File: src/nca_pkg.sv
package nca_pkg;

  localparam int MAX_CLUSTERS_DEF = 16;
  localparam int MAX_DIMS_DEF     = 64;
  localparam int VALUE_BITS_DEF   = 16;

  localparam int FUNC_W     = 1;
  localparam int CLUSTER_W  = 4;
  localparam int DIM_IDX_W  = 6;
  localparam int VALUE_W    = 16;
  localparam int LABEL_W    = 4;
  localparam int DIST_W     = 38;
  localparam int NUM_CL_W   = 5;
  localparam int DIMS_W     = 7;
  localparam int CFG_IDX_W  = 2;
  localparam int CFG_DATA_W = 7;

  localparam logic [FUNC_W-1:0] FUNC_LOAD  = 1'b0;
  localparam logic [FUNC_W-1:0] FUNC_QUERY = 1'b1;

  localparam logic [CFG_IDX_W-1:0] CFG_NUM_CLUSTERS = 2'd0;
  localparam logic [CFG_IDX_W-1:0] CFG_DIMS         = 2'd1;

  localparam logic [DIST_W-1:0] DIST_MAX = '1;

  typedef struct packed {
    logic [FUNC_W-1:0]           func;
    logic [CLUSTER_W-1:0]        cluster_index;
    logic [DIM_IDX_W-1:0]        dim_index;
    logic signed [VALUE_W-1:0]   value;
  } in_item_t;

  typedef struct packed {
    logic [LABEL_W-1:0] label;
    logic [DIST_W-1:0]  distance_sq;
    logic               status;
  } out_item_t;

  // control that travels alongside each component product in the walk
  typedef struct packed {
    logic vld;
    logic first;
    logic last;
    logic fin;
  } walk_tag_t;

endpackage

File: src/nca_dist.sv
module nca_dist #(
  parameter int VALUE_BITS = nca_pkg::VALUE_BITS_DEF
) (
  input  logic                         clk,
  input  logic                         rst_n,
  input  nca_pkg::walk_tag_t           tag_in,
  input  logic signed [VALUE_BITS-1:0] pnt,
  input  logic signed [VALUE_BITS-1:0] cen,
  output nca_pkg::walk_tag_t           tag_out,
  output logic [nca_pkg::DIST_W-1:0]   acc
);

  localparam int SQ_W  = 2 * (VALUE_BITS + 1);
  localparam int SUM_W = ((SQ_W > nca_pkg::DIST_W) ? SQ_W : nca_pkg::DIST_W) + 1;

  logic signed [VALUE_BITS:0]    diff;
  logic [VALUE_BITS:0]           mag;
  logic [SQ_W-1:0]               sq_nxt;
  logic [SQ_W-1:0]               sq_r;
  nca_pkg::walk_tag_t            t2_r;
  nca_pkg::walk_tag_t            t3_r;
  logic [nca_pkg::DIST_W-1:0]    acc_src;
  logic [SUM_W-1:0]              sum;
  logic [nca_pkg::DIST_W-1:0]    acc_nxt;
  logic [nca_pkg::DIST_W-1:0]    acc_r;

  assign diff   = {pnt[VALUE_BITS-1], pnt} - {cen[VALUE_BITS-1], cen};
  assign mag    = diff[VALUE_BITS] ? $unsigned(-diff) : $unsigned(diff);
  assign sq_nxt = mag * mag;

  // saturating accumulate; restart on the first component of a centroid
  assign acc_src = t2_r.first ? '0 : acc_r;
  assign sum     = SUM_W'(acc_src) + SUM_W'(sq_r);
  assign acc_nxt = (sum > SUM_W'(nca_pkg::DIST_MAX)) ? nca_pkg::DIST_MAX
                                                     : sum[nca_pkg::DIST_W-1:0];

  always_ff @(posedge clk) begin
    if (!rst_n) begin
      t2_r <= '0;
      t3_r <= '0;
    end else begin
      t2_r <= tag_in;
      t3_r <= t2_r;
    end
    sq_r <= sq_nxt;
    if (t2_r.vld) begin
      acc_r <= acc_nxt;
    end
  end

  assign tag_out = t3_r;
  assign acc     = acc_r;

endmodule

File: config.mk
export PLATFORM = sky130hd
export DESIGN_NAME = nca_dist
export DESIGN_NICKNAME = d
export VERILOG_FILES = /design/src/nca_pkg.sv /design/src/nca_dist.sv
export SDC_FILE = /design/constraint.sdc
export NUM_CORES = 1
export LEC_CHECK = 0
export BUFFER_PORTS_ARGS = -buffer_cell sky130_fd_sc_hd__buf_2
export CORE_MARGIN = 2
export CORE_UTILIZATION = 35
export CTS_BUF_LIST = sky130_fd_sc_hd__clkbuf_16
export DETAILED_ROUTE_END_ITERATION = 10
export MAX_ROUTING_LAYER = met4
export PLACE_DENSITY = 0.56
export SYNTH_ARGS = -nofsm -noshare
export SYNTH_HDL_FRONTEND = slang
export SYNTH_SLANG_ARGS = --single-unit
File: constraint.sdc
create_clock -name clk -period 31.4 [get_ports clk]
set_input_delay 6.28 -clock clk [delete_from_list [all_inputs] [get_ports clk]]
set_output_delay 6.28 -clock clk [all_outputs]
set_load 0.02 [all_outputs]
==> flow_summary_export.csv <==
group,metric,value,unit
routing,wl_per_cell,15.0,um
place,post-dp-hpwl,25600,um
yosys,synth.most_common_cell,"inv_1",
routing,routed_wl,30900,um
cells_and_area,final_cells,2067,
clocking,cts_tree,"yes",
yosys,yosysUniqueCellTypes,81,
cells_and_area,fin_nets,1937,
yosys,synthTopCellsByCount,"inv_1, fa_1, ha_1",
clocking,cts_buffer_depth,2,
routing,route.detailed.drc,0,
die,core_area,37500,sq um
routing,dr_total_vias,9881,
worst_setup_path,end_kind,"flip-flop",
routing,ant_nets,0,
run,maxCapViolCount,0,
routing,drt_iter0_drc,618,
die,die-area,39500,sq um
status,status,"complete, no violations",
grt,antenna_found_initial,0,
cells_and_area,num_antenna_cells,0,
worst_setup_path,critPathTopFamily,"adder cells",
clocking,clkTransAtPathRegs,0.07,ns
worst_setup_path,path_max_fanout,12,
hold_path,min_path_type,"flip-flop to flip-flop",
sta,finalCriticalPeriod,16.05,ns
yosys,mappedNetlistArea,13300,sq um
clocking,cts-root-buf,"clkbuf_16",
worst_setup_path,rrSetupSlack,26.73,ns
yosys,synth_edf_count,38,
yosys,yosysTopAreaCell,"fa_1",
die,die_h,199,um
clocking,cts_resized,0,
clocking,cts.sinks,79,
grt,grt_usage,16.9,%
worst_setup_path,cpPeakStageDelay,0.97,ns
place,dp.cells,2051,
grt,grt_start_max_net_pins,41,
place,io_buffers,79,
worst_setup_path,required,31.63,ns
die,rows,71,
die,dieWidth,199,um
clocking,cts_max_level,3,
cells_and_area,drive_above_1_share,8.23,%
clocking,clock_latency,0.35,ns
sta,skew,0.0157,ns
worst_setup_path,worst_path_max_delay_cell,"xor2_1",
yosys,ys_ff_latch,79,
die,start_util,35.4,%
cells_and_area,finalInstanceArea,14600,sq um
clocking,numCtsBuffers,9,
yosys,synthArstFlopShare,0,%
grt,first_global_vias,10200,
yosys,ys_top_cells_by_area,"fa_1, ha_1, edfxtp_1",
yosys,synth_cells,1479,
grt,grt_pass1_wl,51800,um
yosys,synth_top_area_share,29.1,%
sta,setup-violations-final,0,
clocking,ctsHoldBuffers,0,
grt,grt_remaining_overflow,0,
clocking,post-cts-setup-buffer-count,0,
yosys,yosysWarnings,0,
cells_and_area,syn_to_final_growth,9.78,%
worst_setup_path,path_buf_inv,7,
routing,drt-pass1-iter-count,5,
sta,finalSetupTns,0,ns
sta,worst_slew_pin_slew,1.36,ns
sta,rsz0062_at_grt,"no",
worst_setup_path,cp_common_cell,"fa_1",
sta,max_slew_margin,8.99,%
sta,max_freq,62.3,MHz
worst_setup_path,critPathKind,"primary input to flip-flop",
cells_and_area,fill_cells,3813,
place,place_area,14300,sq um
sta,final.period_utilization,51.1,%
sta,hold_viol_final,0,
place,place.gp.congestion,0.892,
worst_setup_path,setup.worst_path.start_class,"primary input",
yosys,avgSynthCellArea,8.98,sq um
yosys,ys_seq_area_share,14.8,%
routing,viasPerCell,4.78,
sta,maxSlewViolCount,0,
yosys,ys.flop_type,"dfxtp_1",
worst_setup_path,crit_arrival,16.28,ns
die,io_pins,80,
-- final cells by class --
cell class | count | area (sq um) | area share, %
Multi-Input combinational cell | 1084 | 10100 | 69.4
Sequential cell | 79 | 1960 | 13.5
Inverter | 290 | 1090 | 7.46
Tap cell | 511 | 639 | 4.38
Timing Repair Buffer | 87 | 455 | 3.12
Clock buffer | 10 | 250 | 1.72
Clock inverter | 6 | 61.3 | 0.420
-- worst paths after layout --
path | start | end | cells past startpoint
worst min-delay path | t2_r[1] | tag_out[1] | 1
worst max register to register | t2_r[2] | acc[2] | 14
worst max-delay path | pnt[0] | sq_r[33] | 35
worst min register to register | t2_r[1] | tag_out[1] | 1
-- cells in the final DEF (no fill, tap or decap), drive strengths merged, types with 3 or more instances in the layout --
cell type	n
inv	290
fa	193
ha	155
nand2	141
nor2	124
buf	87
a21oi	55
xnor2	55
o21ai	53
nor2b	46
dfxtp	41
edfxtp	38
a21o	35
xor2	31
nor3	14
nand2b	14
and2	12
conb	12
o21a	11
nand3	11
a31oi	10
a211oi	10
clkbuf	10
o21bai	9
and3	8
or3	8
o211ai	8
or2	6
nand4	5
a21boi	5
and4	3
a311oi	3
clkinv	3
a41oi	3
o31a	3
nor4	3
-- worst register-to-register path, stage by stage (launching register included) --
cell	delay, ns
dfxtp_1	0.31
buf_4	0.38
nor2b_1	0.14
ha_1	0.35
o21a_1	0.18
a211oi_1	0.10
o41ai_1	0.79
nor4_1	0.08
or3_1	0.53
o21ai_1	0.23
a41oi_1	0.24
a21oi_2	0.32
nand3_1	0.35
buf_4	0.36
o21ai_0	0.15
-- layer usage --
metal	GRT usage (%)	share of wire, %	vias to the layer above
met5	-	0	-
met4	3.45	1.3	0
met3	1.93	3.9	31
met2	28.0	47	216
met1	22.4	48	4763
li1	-	-	4871
-- stage by stage --
| step | hold WS [ns] | setup WS (ns) | util [%] |
|---|---|---|---|
| 4_1_cts | 0.441 | 15.39 | 38.9 |
| 6_report | 0.440 | 15.35 | 38.9 |
| 3_5_place_dp | 0.426 | 15.04 | 38.1 |
| 3_3_place_gp | 0.431 | 15.20 | 38.1 |
| 5_1_grt | 0.462 | 14.68 | 38.9 |
| 2_1_floorplan | 0.412 | 16.71 | - |
-- flip-flops by register name, indices dropped and copies added (netlist names) --
signal,count
tag_out,4
acc,38
sq_r,33
t2_r,4
-- logic make-up (layout without fill, tap and decap cells) --
group | after synthesis | count (layout) | share of synthesized area, %
AND/OR/NAND/NOR | 402 | 402 | 14.0
adder cells (fa/ha/maj) | 348 | 348 | 43.7
buffers and inverters | 326 | 393 | 9.30
AO/OA/AOI/OAI | 232 | 232 | 11.8
XOR/XNOR | 87 | 87 | 6.15
flip-flops | 79 | 79 | 14.8
multiplexers | 3 | 3 | 0.235
other | 2 | 12 | 0.0565
Power is left out: the tool's default activity adds up to more than one toggle a clock period on the data nets, which glitch-free logic cannot reach.
