### config.mk
export PLATFORM = sky130hd
export DESIGN_NAME = nca_ram
export DESIGN_NICKNAME = d
export VERILOG_FILES = /design/src/nca_ram.sv
export SDC_FILE = /design/constraint.sdc
export NUM_CORES = 1
export LEC_CHECK = 0
export BUFFER_PORTS_ARGS = -buffer_cell sky130_fd_sc_hd__buf_2
export CAP_MARGIN = 20
export CORE_ASPECT_RATIO = 1.4
export CORE_UTILIZATION = 55
export CTS_BUF_LIST = sky130_fd_sc_hd__clkbuf_4
export DETAILED_ROUTE_END_ITERATION = 8
export PLACE_DENSITY = 0.75
export SLEW_MARGIN = 20
export SYNTH_ARGS = -nofsm -noshare
export SYNTH_HDL_FRONTEND = slang
export SYNTH_SLANG_ARGS = --single-unit
### constraint.sdc
create_clock -name clk -period 2.2 [get_ports clk]
set_input_delay 0.33 -clock clk [delete_from_list [all_inputs] [get_ports clk]]
set_output_delay 0.33 -clock clk [all_outputs]
set_load 0.1 [all_outputs]
### src/nca_ram.sv
module nca_ram #(
  parameter int WIDTH  = 16,
  parameter int DEPTH  = 64,
  parameter int ADDR_W = (DEPTH > 1) ? $clog2(DEPTH) : 1
) (
  input  logic              clk,
  input  logic              wr_en,
  input  logic [ADDR_W-1:0] wr_addr,
  input  logic [WIDTH-1:0]  wr_data,
  input  logic [ADDR_W-1:0] rd_addr,
  output logic [WIDTH-1:0]  rd_data
);

  logic [WIDTH-1:0] mem_r [DEPTH];
  logic [WIDTH-1:0] rd_data_r;

  always_ff @(posedge clk) begin
    if (wr_en) begin
      mem_r[wr_addr] <= wr_data;
    end
    rd_data_r <= mem_r[rd_addr];
  end

  assign rd_data = rd_data_r;

endmodule

==> results of run 1 <==
repair_timing:
action                                  4_1_cts  5_1_grt
hold buffers                                 28        0
gates resized for setup                      22        0
endpoints found under the setup margin       16        0
hold endpoints to repair                   1205        0
cells by family (layout without fill, tap and decap cells):
kind of cell    count (synthesis)  count (layout)  share of synthesized area [%]
other cells                     0               7                              0
compound gates                129             129                          2.409
buf+inv                       104             717                          1.831
mux                           336             336                          15.52
simple gates                  220             220                          2.647
flops                        1040            1040                          77.59
per-stage QoR:
step / instance area, um2 / utilization [%] / hold WS [ns]
floorplan: 40050 / - / 0.4289
global placement: 43410 / 60.55 / 0.8122
detailed placement: 43410 / 60.55 / 0.8329
CTS: 46620 / 65.02 / 0.05456
global route: 46630 / 65.04 / 0.1383
finish: 46640 / 65.04 / 0.1751
area by class of cell:
cell class                 instances  share of cell area [%]
tap                              944                   2.533
multi-input combinational        685                   17.69
clock inverter                    78                  0.9497
clock buffer                     323                   5.199
timing repair buffer             316                   6.965
antenna                            7                 0.03756
sequential                      1040                   66.63
path summary, 6_finish.rpt:
kind | to | slack, ns | cells after the start
min reg2reg | rd_data[5] | 0.91 | 4
max reg2reg | rd_data[11] | 0.09 | 6
max | rd_data[11] | 0.09 | 6
min | rd_data[6] | 0.18 | 5
critical path: stages, from the launching register on:
cell and delay (ns):
edfxtp_1 0.38, mux4_2 0.52, mux2i_1 0.22, a22oi_1 0.12, buf_4 0.20, a31oi_1 0.43
a311oi_1 0.10
state kept, by name, summed over array words and instances, names as in the netlist:
| name | flops |
|---|---|
| rd_data | 16 |
| mem_r | 1024 |
routing by layer:
metal  vias to the layer above  global-route usage (%)  wire [um]
met4                         0                   13.95       4353
met2                      1032                   44.45      49280
li1                       8713                       -          -
met1                     10676                   32.38      33610
met3                       183                   5.098       7023
met5                         -                       0          0
report_power, final:
part / total (mW) / internal (mW) / leakage, nW / switching [mW]
logic: 2.66 / 1.02 / 4.37 / 1.64
clock network: 14.3 / 7.24 / 1.72 / 7.10
registers: 22.0 / 21.9 / 9.35 / 0.0755
total: 39.0 / 30.2 / 15.4 / 8.82
Yosys cell counts (8+ instances only):
cell / instances
a211o_1: 8
buf_4: 13
nor2_1: 72
mux4_2: 220
buf_6: 17
a211oi_1: 8
a22oi_1: 39
edfxtp_1: 1024
nor2b_1: 30
mux2i_1: 85
buf_2: 36
a31oi_1: 8
nand3_1: 24
nand4_1: 12
clkbuf_1: 24
a221oi_1: 16
a311oi_1: 8
a21oi_1: 17
mux2_2: 27
dfxtp_1: 16
nand2_1: 59
==> metrics.txt, run 1 <==
largest cells by area after synthesis=edfxtp_1 77%, mux4_2 12%, mux2i_1 2.1%; WS Path Type=reg2reg; Syn. warnings=0; sum of negative setup slack=0 ns; Seq cells post-synth=between 1000 and 1500; min cycle time layout=between 2 and 2.5 ns; Slew Viols, Final=0; Tot Pwr=slightly below 40 mW; layout cells sized above 1=36.86%; initial core utilization=approximately 56%; number of remaining DRC errors=0; maxcap violations=0; clock buffer count from CTS=220; global route total overflow=0; Yosys cell types=between 40 and 50; Worst EP required=about 3.1 ns; fillcell total=4573; TritonCTS Sinks=1040; asr flop ratio synth=0%; Max Clock Skew=between 0.05 and 0.06 ns; min-delay src=rd_addr[3]; Via density=just over 6; largest net degree at the start of global routing=65; # rows=~120; Slew headroom=roughly a quarter; FF/Latch Area=roughly 0.031 mm2; global-route wire length before repair=138.4 mm; reg2reg start=mem_r[23][11]; postcts setup bufs=0; class of the tightest hold or removal check=in2reg; Critical Path End Type=register; I/O Buffers=45; FMAX=about 470 MHz; Die H=roughly 320 um; Final WS setup=around 0.087 ns; detailed placement HPWL=between 60 and 70 mm; CTS Root Cell=clkbuf_4; Post-synth EDFFs=a little over 1000; outcome=complete, no violations; Synth Cell Area=0.04004 mm2; WP data arrival=3.03 ns; crit start category=register; nets=2293; I/O pin total=between 40 and 50; leading area contributor after synthesis=edfxtp_1; commonest cells after routing, fill and taps aside=1024 x edfxtp_1, 323 x clkbuf_4, 220 x mux4_2, 188 x buf_4, 85 x mux2i_1; CTS tree=yes; DRT antenna net count=0; first-pass detailed-route iteration total=5; Post-synth top flop=edfxtp_1; Post-Layout Cell Count=3393; Die X=approximately 230 um; die area=0.07390 mm2; routed wire length=94.27 mm; via count of the first global-routing pass=21504; Setup WS pre-CTS=-0.4957 ns; initial antenna violation count=5; H-tree depth=4; multi-input logic area=0.008249 mm2; Crit. Startpoint=mem_r[23][11]; Pleak=15.44 nW; clock transition at the registers of the reported paths=approximately 0.070 ns; global placer's final weighted congestion=0.9260; dpl cells=between 2000 and 3000; Gate Count Post-Synth=around 1800; initial DRC count=2318; Vias=approximately 21000; syn_nets=roughly 1900; CTS max path bufs=3; top cell type's share of synthesized area=between 70% and 80%; final setup fails=0; peak supply drop=0.4150 mV; commonest non-fill, non-tap cell in the layout=edfxtp_1; Layout Area Growth over Synthesis=16.47%; hold violation count in the final report=0; Max Fanout on Critical Path=1; Least-Margin Pin Slew=about 1.1 ns; wire length per cell=27.78 um; syn avg cell area=~22 um2; gr usage total=a little over a quarter; post-synthesis sequential area ratio=77.59%; Core Area=0.07170 mm2; Pwr Density=836.0 mW/mm2; Final Cycle Share=between 90% and 100%; clk_lat worst skew=between 1 and 1.5 ns
Power figures use the tool's default switching activity.
==> run 2: changes to the inputs <==
CAP_MARGIN = 30   (was 20)
CORE_UTILIZATION = 50   (was 55)
PLACE_DENSITY = 0.69   (was 0.75)
==> metrics.txt, run 2 (synthesis gave the netlist of run 1 again) <==
outcome=complete, no violations; global route total overflow=0; H-tree depth=4; clock transition at the registers of the reported paths=roughly 0.06 ns; WP data arrival=1.78 ns; clk_lat worst skew=between 1 and 1.5 ns; Finished Cell Area=about 0.047 mm2; Final Cycle Share=between 90 and 100%; Core Area=about 0.079 mm2; Hold WS=~0.11 ns; largest net degree at the start of global routing=65; global-route wire length before repair=roughly 140 mm; Vias=20461; Max Clock Skew=0.07453 ns; Slew headroom=40.57%; Crit. Startpoint=rd_data[13]; global placer's final weighted congestion=0.8702; min-delay src=wr_data[12]; Die X=~240 um; I/O Buffers=45; initial core utilization=about 51%; net switching power=roughly 8.8 mW; crit start category=register; Pwr Density=834.7 mW/mm2; commonest non-fill, non-tap cell in the layout=edfxtp_1; # rows=122; I/O pin total=46; clock share of power=a little over a third; class of the tightest hold or removal check=in2reg; RSZ-0062 raised after global routing=false; CTS max path bufs=3; reg2reg start=mem_r[29][11]; nets=2301; Max Fanout on Critical Path=1; Least-Margin Pin Slew=0.8915 ns; crit-path max cell delay=around 0.44 ns; wire length per cell=around 27 um; commonest cells after routing, fill and taps aside=1024 x edfxtp_1, 318 x clkbuf_4, 220 x mux4_2, 216 x buf_4, 85 x mux2i_1; number of remaining DRC errors=0; peak supply drop=0.4260 mV; switching part of the total=22.67%; via count of the first global-routing pass=approximately 21000; die area=approximately 0.081 mm2; CP top delay family=flip-flops; first-pass detailed-route iteration total=5; CTS tree=yes; CTS Root Cell=clkbuf_4; Worst EP required=between 1.5 and 2 ns; clock buffer count from CTS=220; Tot Pwr=between 30 and 40 mW; CP cell instances=buf_6; Slew Viols, Final=0; Layout Area Growth over Synthesis=16.15%; TritonCTS Sinks=~1000; final setup fails=0; max FFs per register=around 1000; gr usage total=24.26%; Cell Area, Placed=approximately 0.043 mm2; flop2flop setup slack=between 0.2 and 0.3 ns; fin util=58.71%; combinational share of power=6.8%; hold violation count in the final report=0; routed wire length=roughly 95 mm; initial antenna violation count=6; Largest Register=mem_r; WS Path Type=reg2out; maxcap violations=0; Slowest-stage cell, CP=dfxtp_1; postcts setup bufs=0; Pleak=15.36 nW; min cycle time layout=~2.1 ns; Critical Path End Type=primary output; Buf+Inv Stages, Crit Path=1; initial DRC count=~1900; DRT antenna net count=0; Via density=~5.8; layout cells sized above 1=36.74%; Die H=between 300 and 400 um; Seq pwr share=56.7%; Post-Layout Cell Count=3499; internal cell power=30.02 mW; detailed placement HPWL=about 60 mm; FMAX=473.6 MHz; dpl cells=3079
## run 2: repair_timing
| item | in CTS | in global routing |
|---|---|---|
| cloned | 0 | 0 |
| resized for setup | 28 | 3 |
| hold buffers | 24 | 0 |
| setup endpoints to repair | 16 | 2 |
| endpoints found under the hold margin | 1141 | 0 |
## run 2: metal layers
layer	global-route usage, %	part of all wire, %	wire [um]	vias up
li1	-	-	-	8728
met1	29.77	37	35220	10684
met2	42.24	53	50590	892
met3	4.888	6.6	6258	153
met4	9.211	3.0	2871	4
met5	0	0.033	31	-
## run 2: power by group through the flow
stage                     registers, mW  logic (mW)  clock network (mW)
after detailed placement           22.4        2.59                   0
after floorplan                    22.7        1.14                   0
after global routing               22.0        2.77                15.4
after CTS                          22.0        2.67                14.5
after global placement             22.4        2.55                   0
final                              22.0        2.65                14.2
## run 2: cell type report
type / instances / area (um2)
fill: 5646 / 32710
tap: 1054 / 1319
clock buffer: 318 / 2387
sequential: 1040 / 31070
multi-input combinational: 685 / 8249
timing repair buffer: 324 / 3065
clock inverter: 72 / 401.6
antenna: 6 / 15.01
## run 2: metrics by stage
step,worst slack (ns),setup TNS (ns)
2_1_floorplan,-0.08780,-10.79
3_3_place_gp,-0.3918,-2.977
3_5_place_dp,-0.4110,-2.977
4_1_cts,0.002291,0
5_1_grt,0.001170,0
6_report,0.08853,0
## run 2: path summary, 6_finish.rpt
| kind | end | cells after the start |
|---|---|---|
| worst max-delay path | rd_data[13] | 1 |
| worst min-delay path | mem_r[6][12] | 2 |
| worst max register to register | rd_data[11] | 6 |
| worst min register to register | rd_data[12] | 4 |
==> run 3: changes to the inputs <==
PLACE_DENSITY = 0.68   (was 0.69)
==> metrics.txt, run 3 (synthesis gave the netlist of run 1 again) <==
postcts setup bufs=0; hold violation count in the final report=0; Slew Viols, Final=0; Slew headroom=38.86%; WS Path Type=reg2reg; outcome=complete, no violations; fillcell total=roughly 5600; Least-Margin Pin Slew=~0.92 ns; maxcap violations=0; final setup fails=0; Max Clock Skew=between 0.05 and 0.06 ns; I/O pin total=46; global route total overflow=0; peak supply drop=between 0.4 and 0.5 mV; clock share of power=a little over a third; min-delay src=wr_data[12]; largest net degree at the start of global routing=65; Critical Path End Type=register; Layout Area Growth over Synthesis=17.66%; class of the tightest hold or removal check=in2reg; TritonCTS Sinks=~1000; number of remaining DRC errors=0; CTS Root Cell=clkbuf_4; Seq pwr share=about 56%; clock buffer count from CTS=around 220; layout cells sized above 1=37.19%; reg2reg end=rd_data[0]; Hold Path End=mem_r[18][12]; internal cell power=roughly 30 mW; I/O Buffers=between 40 and 50; Core Area=0.07922 mm2; die area=0.08124 mm2; clock transition at the registers of the reported paths=approximately 0.070 ns; Pwr Density=roughly 830 mW/mm2; detailed placement HPWL=62.67 mm; global placer's final weighted congestion=between 0.9 and 1; WP data arrival=about 3 ns; routed wire length=approximately 97 mm; CTS tree=yes; Final Cycle Share=between 90% and 100%; # rows=between 100 and 150; Pleak=~16 nW; H-tree depth=4; Max Fanout on Critical Path=1; Hold WS=about 0.11 ns; Crit. Startpoint=mem_r[27][0]; via count of the first global-routing pass=approximately 22000; crit start category=register; first-pass detailed-route iteration total=5; initial antenna violation count=5; reg2reg start=mem_r[27][0]; DRT antenna net count=0; Vias=around 20000; max FFs per register=1024; initial DRC count=approximately 1900; clk_lat worst skew=1.07 ns; commonest non-fill, non-tap cell in the layout=edfxtp_1; net switching power=roughly 9 mW; Finished Cell Area=between 0.04 and 0.05 mm2; combinational share of power=approximately 7%; global-route wire length before repair=142.1 mm; Largest Register=mem_r; Via density=5.813; nets=~2300; min cycle time layout=between 2 and 2.5 ns; switching part of the total=between 20% and 30%; gr usage total=24.78%; commonest cells after routing, fill and taps aside=1024 x edfxtp_1, 313 x clkbuf_4, 220 x mux4_2, 214 x buf_4, 85 x mux2i_1; Cell Area, Placed=~0.044 mm2; Hold Crit Depth=2; FMAX=467.0 MHz; initial core utilization=approximately half; Worst EP required=a little over 3 ns; wire length per cell=between 20 and 30 um; Die X=approximately 240 um; flop2flop setup slack=a little under 0.06 ns; Reg2Reg Depth=5; Die H=336.8 um; CTS max path bufs=3; RSZ-0062 raised after global routing=false
-- run 3: cell count changes in the layout (fill, tap and decap cells not counted), moves of 2 or more --
cell,delta
diode_2,-3
inv_2,+2
buf_8,-3
dfxtp_1,+3
dlygate4sd3_1,+7
dfxtp_2,-3
clkbuf_4,-5
clkinv_1,-4
buf_12,+29
bufinv_16,+2
buf_4,-2
-- run 3: layout make-up --
type / instances / area (um2) / share of cell area [%]
multi-input cells: 685 / 8249 / 17.51
well taps: 1054 / 1319 / 2.799
diodes: 3 / 7.507 / 0.01593
clock inverters: 72 / 451.7 / 0.9587
repair buffers: 356 / 3667 / 7.784
flip-flops and latches: 1040 / 31070 / 65.95
clock buffers: 313 / 2350 / 4.987
-- run 3: routing by layer --
layer	GRT usage [%]	share of wire (%)
met1	29.76	37
met2	42.49	52
met3	5.076	6.3
met4	12.15	4.6
met5	0	0.013
-- run 3: what timing repair did --
item                       in CTS  in global routing
setup endpoints to repair      16                  0
hold endpoints to repair     1127                  0
resized for setup              26                  0
hold buffers                   31                  0
-- run 3: per-stage QoR --
stage                     worst slack, ns  TNS [ns]  util [%]  total power, mW  instances
after floorplan                  -0.08780    -10.79         -            23.83       1829
after global placement            -0.6313    -5.221     55.43            25.04       3104
after detailed placement          -0.6480    -5.422     55.43            25.09       3104
after CTS                        0.002350         0     59.46            39.31       3520
after global routing              0.01671         0     59.47            40.30       3523
final                             0.05872         0     59.47            38.97       3523
-- run 3: worst max-delay path, stage by stage (launching register included) --
cell,delay (ns)
edfxtp_1,0.38
mux4_2,0.49
mux2i_1,0.38
nand3_1,0.28
a31oi_1,0.35
a311oi_1,0.09
-- run 3: worst max path at each step --
| stage | end | slack (ns) | depth (start not counted) |
|---|---|---|---|
| after floorplan | mem_r[39][0] | -0.09 | 4 |
| after global placement | rd_data[11] | -0.63 | 8 |
| after detailed placement | rd_data[11] | -0.65 | 8 |
| after CTS | rd_data[5] | 0.002 | 1 |
| after global routing | rd_data[5] | 0.02 | 1 |
| final | rd_data[0] | 0.06 | 5 |
-- run 3: power by group through the flow --
stage	sequential, mW	clock (mW)	combinational [mW]
after global placement	22.4	0	2.63
after floorplan	22.7	0	1.14
after detailed placement	22.4	0	2.68
after global routing	22.0	15.4	2.88
final	22.0	14.2	2.75
after CTS	22.0	14.6	2.76
